**src/rtl/i2cbm_pkg.sv**
```systemverilog
`timescale 1ns / 1ps
`default_nettype none

package i2cbm_pkg;

    localparam int unsigned TIMEOUT_W = 15;
    localparam logic [TIMEOUT_W-1:0] TIMEOUT_RESET = 15'd200;

    localparam logic [2:0] CMD_START = 3'd0;
    localparam logic [2:0] CMD_STOP  = 3'd1;
    localparam logic [2:0] CMD_WRITE = 3'd2;
    localparam logic [2:0] CMD_WACK  = 3'd3;
    localparam logic [2:0] CMD_READ  = 3'd4;

    localparam logic [1:0] ACK_OK       = 2'd0;
    localparam logic [1:0] ACK_TIMEOUT  = 2'd1;
    localparam logic [1:0] ACK_UNSTABLE = 2'd2;

    typedef enum logic [13:0] {
        PH_IDLE     = 14'b00000000000001,
        PH_START_A  = 14'b00000000000010,
        PH_START_B  = 14'b00000000000100,
        PH_STOP     = 14'b00000000001000,
        PH_WR_LOW   = 14'b00000000010000,
        PH_WR_HIGH  = 14'b00000000100000,
        PH_ACK_WAIT = 14'b00000001000000,
        PH_ACK_HIGH = 14'b00000010000000,
        PH_ACK_LOW  = 14'b00000100000000,
        PH_RD_LOW   = 14'b00001000000000,
        PH_RD_HIGH  = 14'b00010000000000,
        PH_RD_GAP   = 14'b00100000000000,
        PH_RD_ACK   = 14'b01000000000000,
        PH_RD_END   = 14'b10000000000000
    } phase_t;

    typedef struct packed {
        phase_t                 phase;
        logic [2:0]             bit_count;
        logic [7:0]             shift_reg;
        logic [TIMEOUT_W-1:0]   wait_count;
        logic                   scl_drive;
        logic                   sda_drive;
        logic                   ack_mode;
        logic [7:0]             last_rx;
        logic [1:0]             last_ack;
    } state_t;

    typedef struct packed {
        logic       cmd_valid;
        logic [2:0] cmd;
        logic [7:0] tx_byte;
        logic       send_ack;
        logic       sda_in;
    } item_t;

    typedef struct packed {
        logic       scl_level;
        logic       sda_level;
        logic       busy_res;
        logic       done_res;
        logic [7:0] rx_byte;
        logic [1:0] ack_status;
    } result_t;

endpackage

`default_nettype wire

```
**src/rtl/i2cbm_step.sv**
```systemverilog
`timescale 1ns / 1ps
`default_nettype none

module i2cbm_step (
    input  wire i2cbm_pkg::state_t                  cur,
    input  wire i2cbm_pkg::item_t                   item,
    input  wire logic [i2cbm_pkg::TIMEOUT_W-1:0]    timeout,
    output i2cbm_pkg::state_t                       nxt,
    output i2cbm_pkg::result_t                      res
);

    always_comb
    begin
        i2cbm_pkg::state_t s;
        logic busy;
        logic done;
        logic scl_low_after;
        logic sda_rel_after;

        s             = cur;
        done          = 1'b0;
        scl_low_after = 1'b0;
        sda_rel_after = 1'b0;

        // take a new command only when idle; unknown codes are dropped
        if (s.phase == i2cbm_pkg::PH_IDLE && item.cmd_valid)
        begin
            case (item.cmd)
                i2cbm_pkg::CMD_START: s.phase = i2cbm_pkg::PH_START_A;
                i2cbm_pkg::CMD_STOP:  s.phase = i2cbm_pkg::PH_STOP;
                i2cbm_pkg::CMD_WRITE:
                begin
                    s.phase     = i2cbm_pkg::PH_WR_LOW;
                    s.bit_count = 3'd7;
                    s.shift_reg = item.tx_byte;
                end
                i2cbm_pkg::CMD_WACK:
                begin
                    s.phase      = i2cbm_pkg::PH_ACK_WAIT;
                    s.wait_count = timeout;
                end
                i2cbm_pkg::CMD_READ:
                begin
                    s.phase     = i2cbm_pkg::PH_RD_LOW;
                    s.bit_count = 3'd7;
                    s.shift_reg = 8'd0;
                    s.ack_mode  = item.send_ack;
                end
                default: ;
            endcase
        end

        busy = (s.phase != i2cbm_pkg::PH_IDLE);

        case (s.phase)
            i2cbm_pkg::PH_IDLE: ;
            i2cbm_pkg::PH_START_A:
            begin
                s.scl_drive = 1'b1;
                s.sda_drive = 1'b1;
                s.phase     = i2cbm_pkg::PH_START_B;
            end
            i2cbm_pkg::PH_START_B:
            begin
                s.sda_drive   = 1'b0;
                done          = 1'b1;
                scl_low_after = 1'b1;
                s.phase       = i2cbm_pkg::PH_IDLE;
            end
            i2cbm_pkg::PH_STOP:
            begin
                s.scl_drive   = 1'b1;
                s.sda_drive   = 1'b0;
                done          = 1'b1;
                sda_rel_after = 1'b1;
                s.phase       = i2cbm_pkg::PH_IDLE;
            end
            i2cbm_pkg::PH_WR_LOW:
            begin
                s.scl_drive = 1'b0;
                s.sda_drive = s.shift_reg[s.bit_count];
                s.phase     = i2cbm_pkg::PH_WR_HIGH;
            end
            i2cbm_pkg::PH_WR_HIGH:
            begin
                s.scl_drive = 1'b1;
                if (s.bit_count == 3'd0)
                begin
                    done          = 1'b1;
                    scl_low_after = 1'b1;
                    sda_rel_after = 1'b1;
                    s.phase       = i2cbm_pkg::PH_IDLE;
                end
                else
                begin
                    s.bit_count = s.bit_count - 3'd1;
                    s.phase     = i2cbm_pkg::PH_WR_LOW;
                end
            end
            i2cbm_pkg::PH_ACK_WAIT:
            begin
                // counter at zero times out whatever SDA shows
                if (s.wait_count == '0)
                begin
                    s.last_ack = i2cbm_pkg::ACK_TIMEOUT;
                    done       = 1'b1;
                    s.phase    = i2cbm_pkg::PH_IDLE;
                end
                else
                begin
                    s.wait_count = s.wait_count - {{(i2cbm_pkg::TIMEOUT_W-1){1'b0}}, 1'b1};
                    if (!item.sda_in)
                        s.phase = i2cbm_pkg::PH_ACK_HIGH;
                end
            end
            i2cbm_pkg::PH_ACK_HIGH:
            begin
                s.scl_drive = 1'b1;
                if (item.sda_in)
                begin
                    s.last_ack = i2cbm_pkg::ACK_UNSTABLE;
                    done       = 1'b1;
                    s.phase    = i2cbm_pkg::PH_IDLE;
                end
                else
                    s.phase = i2cbm_pkg::PH_ACK_LOW;
            end
            i2cbm_pkg::PH_ACK_LOW:
            begin
                s.scl_drive = 1'b0;
                s.last_ack  = i2cbm_pkg::ACK_OK;
                done        = 1'b1;
                s.phase     = i2cbm_pkg::PH_IDLE;
            end
            i2cbm_pkg::PH_RD_LOW:
            begin
                s.scl_drive = 1'b0;
                s.phase     = i2cbm_pkg::PH_RD_HIGH;
            end
            i2cbm_pkg::PH_RD_HIGH:
            begin
                s.scl_drive = 1'b1;
                if (item.sda_in)
                    s.shift_reg[s.bit_count] = 1'b1;
                if (s.bit_count == 3'd0)
                    s.phase = i2cbm_pkg::PH_RD_GAP;
                else
                begin
                    s.bit_count = s.bit_count - 3'd1;
                    s.phase     = i2cbm_pkg::PH_RD_LOW;
                end
            end
            i2cbm_pkg::PH_RD_GAP:
            begin
                s.scl_drive = 1'b0;
                s.phase     = i2cbm_pkg::PH_RD_ACK;
            end
            i2cbm_pkg::PH_RD_ACK:
            begin
                s.sda_drive = !s.ack_mode;
                s.scl_drive = 1'b1;
                s.phase     = i2cbm_pkg::PH_RD_END;
            end
            i2cbm_pkg::PH_RD_END:
            begin
                s.scl_drive   = 1'b0;
                sda_rel_after = s.ack_mode;
                s.last_rx     = s.shift_reg;
                done          = 1'b1;
                s.phase       = i2cbm_pkg::PH_IDLE;
            end
            default: s.phase = i2cbm_pkg::PH_IDLE;
        endcase

        res.scl_level  = s.scl_drive;
        res.sda_level  = s.sda_drive;
        res.busy_res   = busy;
        res.done_res   = done;
        res.rx_byte    = s.last_rx;
        res.ack_status = s.last_ack;

        // line changes that follow the tick's delay show from the next tick
        if (scl_low_after)
            s.scl_drive = 1'b0;
        if (sda_rel_after)
            s.sda_drive = 1'b1;

        nxt = s;
    end

endmodule

`default_nettype wire

```
**src/rtl/i2c_bit_level_master.sv**
```systemverilog
// Timing: a tick transferred at the input passes the input register, then the
// result register; it waits in the input register while the output stalls.
// Throughput: one tick per cycle unless the output stalls; the sequencer state
// and the result register update together from one pass of the phase logic.
// Reset: asynchronous, active low; lines released, phase idle, ack_timeout 200,
// received byte and ack status zero, no item held.
`timescale 1ns / 1ps
`default_nettype none

module i2c_bit_level_master (
    input  wire logic                               clk,
    input  wire logic                               rst_n,
    input  wire logic                               in_valid,
    output logic                                    in_ready,
    input  wire logic                               cmd_valid,
    input  wire logic [2:0]                         cmd,
    input  wire logic [7:0]                         tx_byte,
    input  wire logic                               send_ack,
    input  wire logic                               sda_in,
    output logic                                    out_valid,
    input  wire logic                               out_ready,
    output logic                                    scl_level,
    output logic                                    sda_level,
    output logic                                    busy_res,
    output logic                                    done_res,
    output logic [7:0]                              rx_byte,
    output logic [1:0]                              ack_status,
    input  wire logic                               cfg_valid,
    output logic                                    cfg_ready,
    input  wire logic [i2cbm_pkg::TIMEOUT_W-1:0]    ack_timeout
);

    logic [i2cbm_pkg::TIMEOUT_W-1:0] timeout_reg;
    logic                 in_vld_reg;
    i2cbm_pkg::item_t     item_reg;
    i2cbm_pkg::state_t    state_reg;
    i2cbm_pkg::state_t    state_next;
    logic                 out_vld_reg;
    i2cbm_pkg::result_t   res_reg;
    i2cbm_pkg::result_t   res_next;
    logic                 advance;

    assign cfg_ready = 1'b1;
    assign advance   = in_vld_reg && (!out_vld_reg || out_ready);
    assign in_ready  = !in_vld_reg || advance;

    always_ff @(posedge clk or negedge rst_n)
    begin
        if (!rst_n)
            timeout_reg <= i2cbm_pkg::TIMEOUT_RESET;
        else if (cfg_valid && cfg_ready)
            timeout_reg <= ack_timeout;
    end

    always_ff @(posedge clk or negedge rst_n)
    begin
        if (!rst_n)
        begin
            in_vld_reg  <= 1'b0;
            out_vld_reg <= 1'b0;
        end
        else
        begin
            if (in_ready)
                in_vld_reg <= in_valid;
            if (advance)
                out_vld_reg <= 1'b1;
            else if (out_ready)
                out_vld_reg <= 1'b0;
        end
    end

    always_ff @(posedge clk)
    begin
        if (in_valid && in_ready)
        begin
            item_reg.cmd_valid <= cmd_valid;
            item_reg.cmd       <= cmd;
            item_reg.tx_byte   <= tx_byte;
            item_reg.send_ack  <= send_ack;
            item_reg.sda_in    <= sda_in;
        end
        if (advance)
            res_reg <= res_next;
    end

    always_ff @(posedge clk or negedge rst_n)
    begin
        if (!rst_n)
        begin
            state_reg.phase      <= i2cbm_pkg::PH_IDLE;
            state_reg.bit_count  <= 3'd7;
            state_reg.shift_reg  <= 8'd0;
            state_reg.wait_count <= '0;
            state_reg.scl_drive  <= 1'b1;
            state_reg.sda_drive  <= 1'b1;
            state_reg.ack_mode   <= 1'b0;
            state_reg.last_rx    <= 8'd0;
            state_reg.last_ack   <= i2cbm_pkg::ACK_OK;
        end
        else if (advance)
            state_reg <= state_next;
    end

    i2cbm_step u_step (
        .cur     (state_reg),
        .item    (item_reg),
        .timeout (timeout_reg),
        .nxt     (state_next),
        .res     (res_next)
    );

    assign out_valid  = out_vld_reg;
    assign scl_level  = res_reg.scl_level;
    assign sda_level  = res_reg.sda_level;
    assign busy_res   = res_reg.busy_res;
    assign done_res   = res_reg.done_res;
    assign rx_byte    = res_reg.rx_byte;
    assign ack_status = res_reg.ack_status;

    // sequencer state moves only when a tick passes to the result register
    a_state_hold: assert property (@(posedge clk) disable iff (!rst_n)
        !advance |=> $stable(state_reg))
        else $error("sequencer state changed without a tick transfer");

    a_done_busy: assert property (@(posedge clk) disable iff (!rst_n)
        out_valid && done_res |-> busy_res)
        else $error("done reported outside a busy command");

    a_stall_only: assert property (@(posedge clk) disable iff (!rst_n)
        !in_ready |-> in_vld_reg && out_vld_reg && !out_ready)
        else $error("input stalled without a blocked result");

    a_ack_code: assert property (@(posedge clk) disable iff (!rst_n)
        out_valid |-> ack_status <= i2cbm_pkg::ACK_UNSTABLE)
        else $error("invalid acknowledge status code");

    a_result_follows: assert property (@(posedge clk) disable iff (!rst_n)
        advance |=> out_valid)
        else $error("processed tick produced no result");

endmodule

`default_nettype wire
```
**config.mk**
```make
export PLATFORM = sky130hd
export DESIGN_NAME = i2c_bit_level_master
export DESIGN_NICKNAME = d
export VERILOG_FILES = /design/src/rtl/i2cbm_pkg.sv /design/src/rtl/i2cbm_step.sv /design/src/rtl/i2c_bit_level_master.sv
export SDC_FILE = /design/constraint.sdc
export NUM_CORES = 1
export LEC_CHECK = 0
export BUFFER_PORTS_ARGS = -buffer_cell sky130_fd_sc_hd__buf_2
export CORE_ASPECT_RATIO = 1.1
export CORE_UTILIZATION = 45
export CTS_BUF_LIST = sky130_fd_sc_hd__clkbuf_8
export CTS_CLUSTER_DIAMETER = 30
export CTS_CLUSTER_SIZE = 14
export DETAILED_ROUTE_END_ITERATION = 16
export PLACE_DENSITY = 0.65
export SLEW_MARGIN = 20
export SYNTH_ARGS = -nofsm -noshare
export SYNTH_HDL_FRONTEND = slang
export SYNTH_HIERARCHICAL = 1
export SYNTH_SLANG_ARGS = --single-unit
```
**constraint.sdc**
```tcl
create_clock -name clk -period 11.6 [get_ports clk]
set_input_delay 2.32 -clock clk [delete_from_list [all_inputs] [get_ports clk]]
set_output_delay 2.32 -clock clk [all_outputs]
set_load 0.02 [all_outputs]
```
==> impl_metrics.yaml, run 1 <==
sta:
  hold_viol: 0
  period_share_pct: 43.99
  fin_worst_skew_ns: 0.006740
  period_minus_slack_ns: 5.103
  rsz0062_at_grt: "false"
  tns_ns: 0
  drv_slew: 0
  fmax_ghz: 0.1960
  finalSetupViolations: 0
  tightest_slew_ns: 1.013
  holdWs_ns: 0.5135
  max_slew_margin_pct: 32.49
logic_synthesis:
  post_synth_num_cell_types: 73
  synth_top_area_cell: "dfrtp_1"
  yosysWarnings: 6
  syn_inst: 533
  synth_commonest_cells: "dfrtp_1 (61), mux2_4 (49), nor2_1 (39)"
  ys_seq_elements: 98
  ys.flop_type: "dfrtp_1"
  avgSynthCellArea_um2: 11.25
  synth_edf_count: 28
  synthArstFlopShare_pct: 71.43
  ys_seq_area_share_pct: 43.42
  synth_area_um2: 5997
  synth_top_cell_area_share_pct: 25.45
  synth.area.top_cells: "dfrtp_1 (25%), edfxtp_1 (14%), mux2_4 (12%)"
  synthMostInstantiatedCell: "dfrtp_1"
drt:
  routed-wl-met3_um: 594
  drtPass1Iterations: 11
  drt-initial-drc-count: 335
  drc: 3
  vias_per_cell: 5.861
  num_vias: 4255
  wl_mm: 13.43
  top_layer: "met4"
  ant_nets: 0
  route.met2.wl_mm: 6.607
  wl_met1_mm: 6.033
  wire_per_inst_um: 18.50
floorplanning:
  die_w_um: 112.1
  start_util_pct: 46.83
  design.die.area_um2: 13790
  num_rows: 43
  fp.dieH_um: 123.1
  io-pin-count: 51
  core_area_um2: 12800
power_and_ir_drop:
  p_leak_nw: 2.704
  pwr_density_cell_nw_per_um2: 169.1
  power.total_mw: 1.089
  ir_drop_mv: 0.07868
setup_path:
  crit_path_max_incr_delay_ns: 0.18
  cp_slowest_cell: "nand3b_1"
  crit_chain: "buf_2, nand3b_1, buf_2"
  rr_endpoint: "state_reg[16]"
  worstRegToRegCells: 12
  cpMostUsedCell: "buf_2"
  cp.required_ns: 9.28
  regToRegSetupSlack_ns: 6.89
  startpoint_type: "input pin"
  cp_max_fo: 3
  critical_path.endpoint_type: "primary output"
  critPathKind: "input pin to primary output"
  regToRegStartpoint: "state_reg[43]"
  startpoint: "out_ready"
  cp-endpoint: "in_ready"
  arrival_ns: 2.78
run_status:
  status: "complete, but fails checks"
  violations: "DRC"
clock_network:
  hold_buffers: 0
  clock_sinks: 98
  post_cts_buffers: 0
  clkLatencyLatePin_ns: 0.38
  cts_tree: "yes"
  postCtsResizedCells: 0
  htree_levels: 3
  clkTransAtPathRegs_ns: 0.09
  clock_tree.root_cell: "clkbuf_8"
  cts_buffers: 9
  clk_path_buf_depth: 2
global_routing:
  grt_max_degree: 71
  grt_overflow_total: 0
  grt_pass1_wl_mm: 21.93
  grt_antenna_before_repair: 0
  grt_util_all_layers_pct: 20.61
  grt_pass1_vias: 4151
place:
  placedInstanceArea_um2: 6242
  gp_congestion: 0.8621
  io_buffers: 49
  dpl.hpwl_mm: 9.547
finish:
  stdcell_area_um2: 6439
  fin_util_pct: 50.28
  largest_register_ffs: 53
  n_antenna_cell: 0
  layout-area-overhead-vs-synth_pct: 7.365
  drive_above_1_share_pct: 29.88
  fin_nets: 603
hold_path:
  hold_path_class: "flop to flop"
run:
  max_cap_violations: 0
## worst min-delay path by stage
stage | startpoint | to | slack, ns | depth (start not counted)
3_3_place_gp | state_reg[10] | state_reg[10] | 0.48 | 1
2_1_floorplan | state_reg[10] | state_reg[10] | 0.47 | 1
4_1_cts | state_reg[10] | state_reg[10] | 0.52 | 1
3_5_place_dp | state_reg[10] | state_reg[10] | 0.49 | 1
6_report | state_reg[10] | state_reg[10] | 0.51 | 1
5_1_grt | state_reg[8] | state_reg[8] | 0.54 | 1
## through the flow
step / setup slack, ns / cells
2_1_floorplan: 6.682 / 534
3_3_place_gp: 6.523 / 710
3_5_place_dp: 6.497 / 710
4_1_cts: 6.491 / 726
5_1_grt: 6.455 / 726
6_report: 6.497 / 726
## critical path: cells and delay by family
family        cells  cell delay, ns
buf+inv           2            0.28
simple gates      1            0.18
## cell families (layout without fill, tap and decap cells)
family,count (synthesis),in the layout,share of synthesized area [%]
flops,98,98,43.42
mux,94,94,20.24
fa+ha+maj,5,5,1.043
xor+xnor,22,22,3.213
other cells,2,3,0.1252
compound gates,73,73,8.763
simple gates,196,196,18.86
buf+inv,43,78,4.340
## per-layer routing
layer / vias up / global-route usage [%]
li1: 2035 / -
met1: 2076 / 26.28
met2: 127 / 35.21
met3: 17 / 4.755
met4: 0 / 5.833
met5: - / 0
## where the power goes
part,internal [mW],switching [mW]
Clock,0.104,0.117
Sequential,0.420,0.0652
Combinational,0.188,0.194
## layout make-up
| type | instances | area, µm² |
|---|---|---|
| clock buffers | 10 | 137.6 |
| clock inverters | 6 | 58.81 |
| fillers | 1146 | 6366 |
| inverters | 10 | 37.54 |
| multi-input cells | 393 | 3137 |
| flip-flops and latches | 98 | 2604 |
| well taps | 157 | 196.4 |
| repair buffers | 52 | 267.8 |
## cell usage in the layout (no fill, tap or decap), drive strengths merged, types with 4 or more instances in the layout
| cell | instances |
|---|---|
| nand2b | 8 |
| inv | 12 |
| o21ai | 14 |
| nor2b | 7 |
| or3 | 14 |
| mux2i | 23 |
| nand4 | 11 |
| nand2 | 34 |
| dfstp | 9 |
| a21oi | 17 |
| ha | 5 |
| mux2 | 71 |
| buf | 52 |
| o211ai | 4 |
| a31oi | 15 |
| dfrtp | 61 |
| and3 | 6 |
| nand3 | 7 |
| or4 | 5 |
| nor4 | 17 |
| edfxtp | 28 |
| and2 | 5 |
| clkbuf | 10 |
| nor2 | 41 |
| nor3 | 25 |
| xnor2 | 19 |
Note: power is estimated with default switching activity, not from simulation.
==> run 2, diff against run 1 <==
Settings changed: ABC_AREA from default to 1.
Clock period 11.6 ns to 4.7 ns, I/O delays scaled along.
==> impl_metrics.yaml, run 2 <==
place:
  dpl.hpwl_mm: 10.13
  gp_congestion: 0.9557
  placedInstanceArea_um2: 6449
  io_buffers: 49
logic_synthesis:
  synth_area_um2: 6270
  syn_inst: 854
  yosysWarnings: 6
  avgSynthCellArea_um2: 7.342
  synth_edf_count: 28
  synth_top_area_cell: "dfrtp_1"
  ys_seq_elements: 98
  synth_top_cell_area_share_pct: 24.35
  post_synth_num_cell_types: 41
  synth_commonest_cells: "nand2_1 (267), nand3_1 (119), inv_1 (100)"
  synth.area.top_cells: "dfrtp_1 (24%), nand2_1 (16%), edfxtp_1 (13%)"
  ys.flop_type: "dfrtp_1"
  ys_seq_area_share_pct: 41.53
  synthArstFlopShare_pct: 71.43
  synthMostInstantiatedCell: "nand2_1"
power_and_ir_drop:
  power.total_mw: 3.314
  pwr_density_cell_nw_per_um2: 498.8
  ir_drop_mv: 0.1913
  sequentialPowerShare_pct: 35.0
  comb_power_share_pct: 48.6
  p_int_mw: 1.794
  switching_share_pct: 45.88
  power.switching_mw: 1.520
  pwr-share-clk_pct: 16.3
  p_leak_nw: 3.549
finish:
  stdcell_area_um2: 6644
  layout_commonest_cell: "nand2_1"
  fin_nets: 912
  largest_register_ffs: 53
  n_antenna_cell: 0
  drive_above_1_share_pct: 14.58
  layout-area-overhead-vs-synth_pct: 5.967
  most-common-layout-cells: "nand2_1 (267), nand3_1 (119), inv_1 (100), nor2_1 (69), dfrtp_1 (60)"
floorplanning:
  io-pin-count: 51
  die_w_um: 114.5
  start_util_pct: 46.87
  design.die.area_um2: 14410
  fp.dieH_um: 125.8
  core_area_um2: 13380
  num_rows: 44
clock_network:
  clkLatencyLatePin_ns: 0.38
  postCtsResizedCells: 0
  hold_buffers: 0
  htree_levels: 3
  clock_sinks: 98
  clk_path_buf_depth: 2
  cts_tree: "yes"
  cts_buffers: 9
  clock_tree.root_cell: "clkbuf_8"
  clkTransAtPathRegs_ns: 0.10
  post_cts_buffers: 0
sta:
  hold_viol: 0
  drv_slew: 0
  finalSetupViolations: 0
  tightest_slew_ns: 0.8697
  period_minus_slack_ns: 3.198
  rsz0062_at_grt: "false"
  fmax_ghz: 0.3127
  period_share_pct: 68.05
  tns_ns: 0
  max_slew_margin_pct: 42.02
  fin_worst_skew_ns: 0.01361
drt:
  drtPass1Iterations: 5
  drc: 0
  ant_nets: 0
  drt-initial-drc-count: 450
  wire_per_inst_um: 13.80
  num_vias: 5304
  vias_per_cell: 4.994
  wl_mm: 14.66
hold_path:
  hold_path_class: "flop to flop"
setup_path:
  startpoint_type: "flop"
  critical_path.endpoint_type: "flop"
  cp.required_ns: 4.97
  cp_max_fo: 27
  arrival_ns: 3.47
  critPathKind: "flop to flop"
run_status:
  status: "finished clean"
global_routing:
  grt_overflow_total: 0
  grt_pass1_wl_mm: 24.45
  grt_pass1_vias: 4809
  grt_max_degree: 56
  grt_antenna_before_repair: 0
  grt_util_all_layers_pct: 21.61
run:
  max_cap_violations: 0
-- run 2: changes by cell type after synthesis, moves of 16 or more --
cell	delta
mux2i_1	-22
mux2_2	-22
nor3_1	-20
o21ai_0	+20
xnor2_1	-17
mux2_4	-49
nand2_1	+235
nor4_1	-16
nand3_1	+112
inv_1	+90
nor2_1	+30
-- run 2: final timing paths --
check	startpoint	endpoint	slack, ns	cells past startpoint
min in group asynchronous	rst_n	timeout_reg[11]	0.67	1
max in group asynchronous	rst_n	state_reg[12]	3.02	2
min reg2reg	state_reg[36]	state_reg[36]	0.47	2
max	state_reg[51]	state_reg[1]	1.50	15
min	state_reg[36]	state_reg[36]	0.47	2
max reg2reg	state_reg[51]	state_reg[1]	1.50	15
-- run 2: area by class of cell --
type | instances | area [µm²]
Clock inverter | 7 | 71.32
Inverter | 110 | 412.9
Tap cell | 184 | 230.2
Multi-Input combinational cell | 602 | 2933
Clock buffer | 9 | 123.9
Fill cell | 1353 | 6734
Sequential cell | 98 | 2605
Timing Repair Buffer | 52 | 267.8
-- run 2: logic make-up after synthesis --
logic type,count (synthesis),share of synthesized area (%)
AOI/OAI and AO/OA,70,6.706
other,2,0.1198
xor gates and xnor gates,10,1.397
and+or+nand+nor,513,37.34
adders and majority gates,5,0.9978
buffers and inverters,155,11.75
muxes,1,0.1597
DFF,98,41.53
-- run 2: through the flow --
| step | hold WS, ns | util (%) | setup slack [ns] | instances |
|---|---|---|---|---|
| 6_report | 0.4713 | 49.66 | 1.502 | 1062 |
| 5_1_grt | 0.4863 | 49.66 | 1.030 | 1062 |
| 4_1_cts | 0.4736 | 49.66 | 1.541 | 1062 |
| 3_5_place_dp | 0.4560 | 48.20 | 1.554 | 1046 |
| 3_3_place_gp | 0.4536 | 48.20 | 1.620 | 1046 |
| 2_1_floorplan | 0.4416 | - | 2.065 | 855 |
-- run 2: layer usage --
metal	routed length, µm	part of all wire [%]	track usage [%]
met3	751	5.1	2.454
met4	169	1.2	6.799
met2	6168	42	30.48
met1	7568	52	34.17
met5	0	0	0
-- run 2: power groups by stage --
stage / Combinational [mW] / Sequential [mW] / Clock [mW]
6_report: 1.61 / 1.16 / 0.541
5_1_grt: 1.83 / 1.18 / 0.594
4_1_cts: 1.59 / 1.16 / 0.564
3_5_place_dp: 1.59 / 1.17 / 0
3_3_place_gp: 1.59 / 1.17 / 0
2_1_floorplan: 1.30 / 1.18 / 0
-- run 2: critical path, cell delays in order (launching register included) --
cell     delay, ns
dfrtp_1       0.44
nor2_4        0.22
nand2_2       0.12
nor2_4        0.31
nand3_4       0.35
nand2_1       0.15
nand2_1       0.11
inv_1         0.18
ha_1          0.20
inv_1         0.04
nor2_1        0.13
nand4_2       0.37
nand3_1       0.18
nand3_1       0.11
nand3_1       0.10
nand2_1       0.07
==> run 3, diff against run 2 <==
Settings changed: ABC_AREA 1 to 0.
Clock period 4.7 ns to 3.34 ns, I/O delays scaled along.
==> impl_metrics.yaml, run 3 (synthesis results as in run 1) <==
run_status:
  status: "complete, but fails checks"
  violations: "DRC, setup timing"
place:
  gp_congestion: 0.9137
  dpl.hpwl_mm: 11.07
  placedInstanceArea_um2: 6596
  numPlacedInstances: 751
  io_buffers: 49
floorplanning:
  start_util_pct: 46.83
  num_rows: 43
  fp.dieH_um: 123.1
  io-pin-count: 51
  core_area_um2: 12800
  design.die.area_um2: 13790
  die_w_um: 112.1
power_and_ir_drop:
  ir_drop_mv: 0.2872
  p_leak_nw: 2.993
  pwr_density_cell_nw_per_um2: 579.3
  comb_power_share_pct: 37.5
  p_int_mw: 2.620
  pwr-share-clk_pct: 20.4
  switching_share_pct: 35.02
  sequentialPowerShare_pct: 42.1
  power.switching_mw: 1.412
hold_path:
  hold_path_class: "input pin to flop"
global_routing:
  grt_util_all_layers_pct: 22.83
  grt_pass1_wl_mm: 23.89
  grt_antenna_before_repair: 0
  grt_pass1_vias: 4429
  grt_overflow_total: 0
  grt_max_degree: 71
finish:
  fillers: 1149
  most-common-layout-cells: "dfrtp_1 (61), mux2_4 (50), buf_2 (49), buf_4 (47), nor2_1 (35)"
  instances_no_fill: 774
  n_antenna_cell: 0
  multi_input_area_um2: 3258
  layout_commonest_cell: "dfrtp_1"
  layout-area-overhead-vs-synth_pct: 16.04
  largest_register_ffs: 53
  fin_util_pct: 54.35
  fin_nets: 651
  drive_above_1_share_pct: 38.90
  register_area_um2: 2604
  stdcell_area_um2: 6959
sta:
  rsz0062_at_grt: "true"
  hold_viol: 0
  fin_worst_skew_ns: 0.01267
  tightest_slew_ns: 0.9257
  period_minus_slack_ns: 3.390
  period_share_pct: 101.5
  finalSetupViolations: 13
  max_slew_margin_pct: 38.29
  fmax_ghz: 0.2950
  drv_slew: 0
  fin_ws_ns: -0.05019
setup_path:
  startpoint_type: "flop"
  cp_max_fo: 7
  cp.required_ns: 3.62
  crit_chain: "or3_4, or3_4, nor2_4, mux2i_2, ha_2, nor4b_4, nand4_1, a22oi_2, buf_6, nor4_1, xnor2_1, mux2i_1, mux2_4"
  arrival_ns: 3.67
  regToRegSetupSlack_ns: -0.05
  cpMostUsedCell: "or3_4"
  path_buf_inv: 1
  cp_slowest_cell: "dfrtp_1"
  critical_path.endpoint_type: "flop"
  critPathKind: "flop to flop"
  crit_family: "simple AND/OR/NAND/NOR gates"
  crit_path_max_incr_delay_ns: 0.39
clock_network:
  htree_levels: 3
  clkLatencyLatePin_ns: 0.39
  clock_tree.root_cell: "clkbuf_8"
  cts_buffers: 9
  clk_path_buf_depth: 2
  cts_tree: "yes"
  clkTransAtPathRegs_ns: 0.10
  hold_buffers: 0
  clock_sinks: 98
drt:
  drtPass1Iterations: 11
  drt-initial-drc-count: 311
  vias_per_cell: 5.859
  ant_nets: 0
  wire_per_inst_um: 19.53
  drc: 2
  num_vias: 4535
  wl_mm: 15.12
run:
  max_cap_violations: 0
run 3: cell count changes in the layout (fill, tap and decap cells not counted), sizes merged, moves of 33 or more:
| cell | delta |
|---|---|
| nand2 | -241 |
| nand3 | -120 |
| inv | -102 |
| mux2 | +71 |
| buf | +48 |
| nor2 | -43 |
| o21ai | -33 |
run 3: what timing repair did:
item / CTS / global route
gates resized for setup: 6 / 17
cloned: 1 / 0
buffers inserted: 1 / 5
pin swaps: 4 / 12
endpoints found under the setup margin: 10 / 21
run 3: path summary, 6_finish.rpt:
check / end / startpoint / depth (start not counted)
min in group asynchronous: state_reg[23] / rst_n / 2
max: state_reg[26] / state_reg[40] / 13
min: item_reg[2] / tx_byte[0] / 1
min reg2reg: state_reg[9] / state_reg[9] / 1
max reg2reg: state_reg[26] / state_reg[40] / 13
max in group asynchronous: in_vld_reg / rst_n / 2
run 3: layout make-up:
cell class | instances | area share (%)
sequential | 98 | 37.41
multi-input combinational | 393 | 46.82
clock inverter | 5 | 0.8630
timing repair buffer | 100 | 9.367
tap | 157 | 2.823
inverter | 10 | 0.5394
clock buffer | 11 | 2.175
run 3: metrics by stage:
stage	hold WS [ns]	setup TNS, ns	total power, mW	worst slack (ns)
2_1_floorplan	0.3724	-2.031	2.722	-0.1998
3_3_place_gp	0.4854	0	3.079	0.1153
3_5_place_dp	0.4927	-0.6218	3.133	-0.1249
4_1_cts	0.4294	0	3.986	0.008184
5_1_grt	0.4335	-1.886	4.260	-0.1853
6_report	0.4557	-0.3213	4.032	-0.05019
run 3: power groups by stage:
stage               clock, mW  combinational [mW]  sequential, mW
floorplan                   0                1.07            1.65
global placement            0                1.39            1.69
detailed placement          0                1.43            1.70
CTS                     0.851                1.45            1.69
global route            0.886                1.65            1.73
finish                  0.822                1.51            1.70
run 3: layer usage:
metal | up-vias | GRT usage (%) | routed length (µm)
met4 | 0 | 10.58 | 434
met1 | 2241 | 28.17 | 6606
met3 | 29 | 3.333 | 528
met2 | 132 | 39.79 | 7550
met5 | - | 0 | 0
li1 | 2133 | - | -
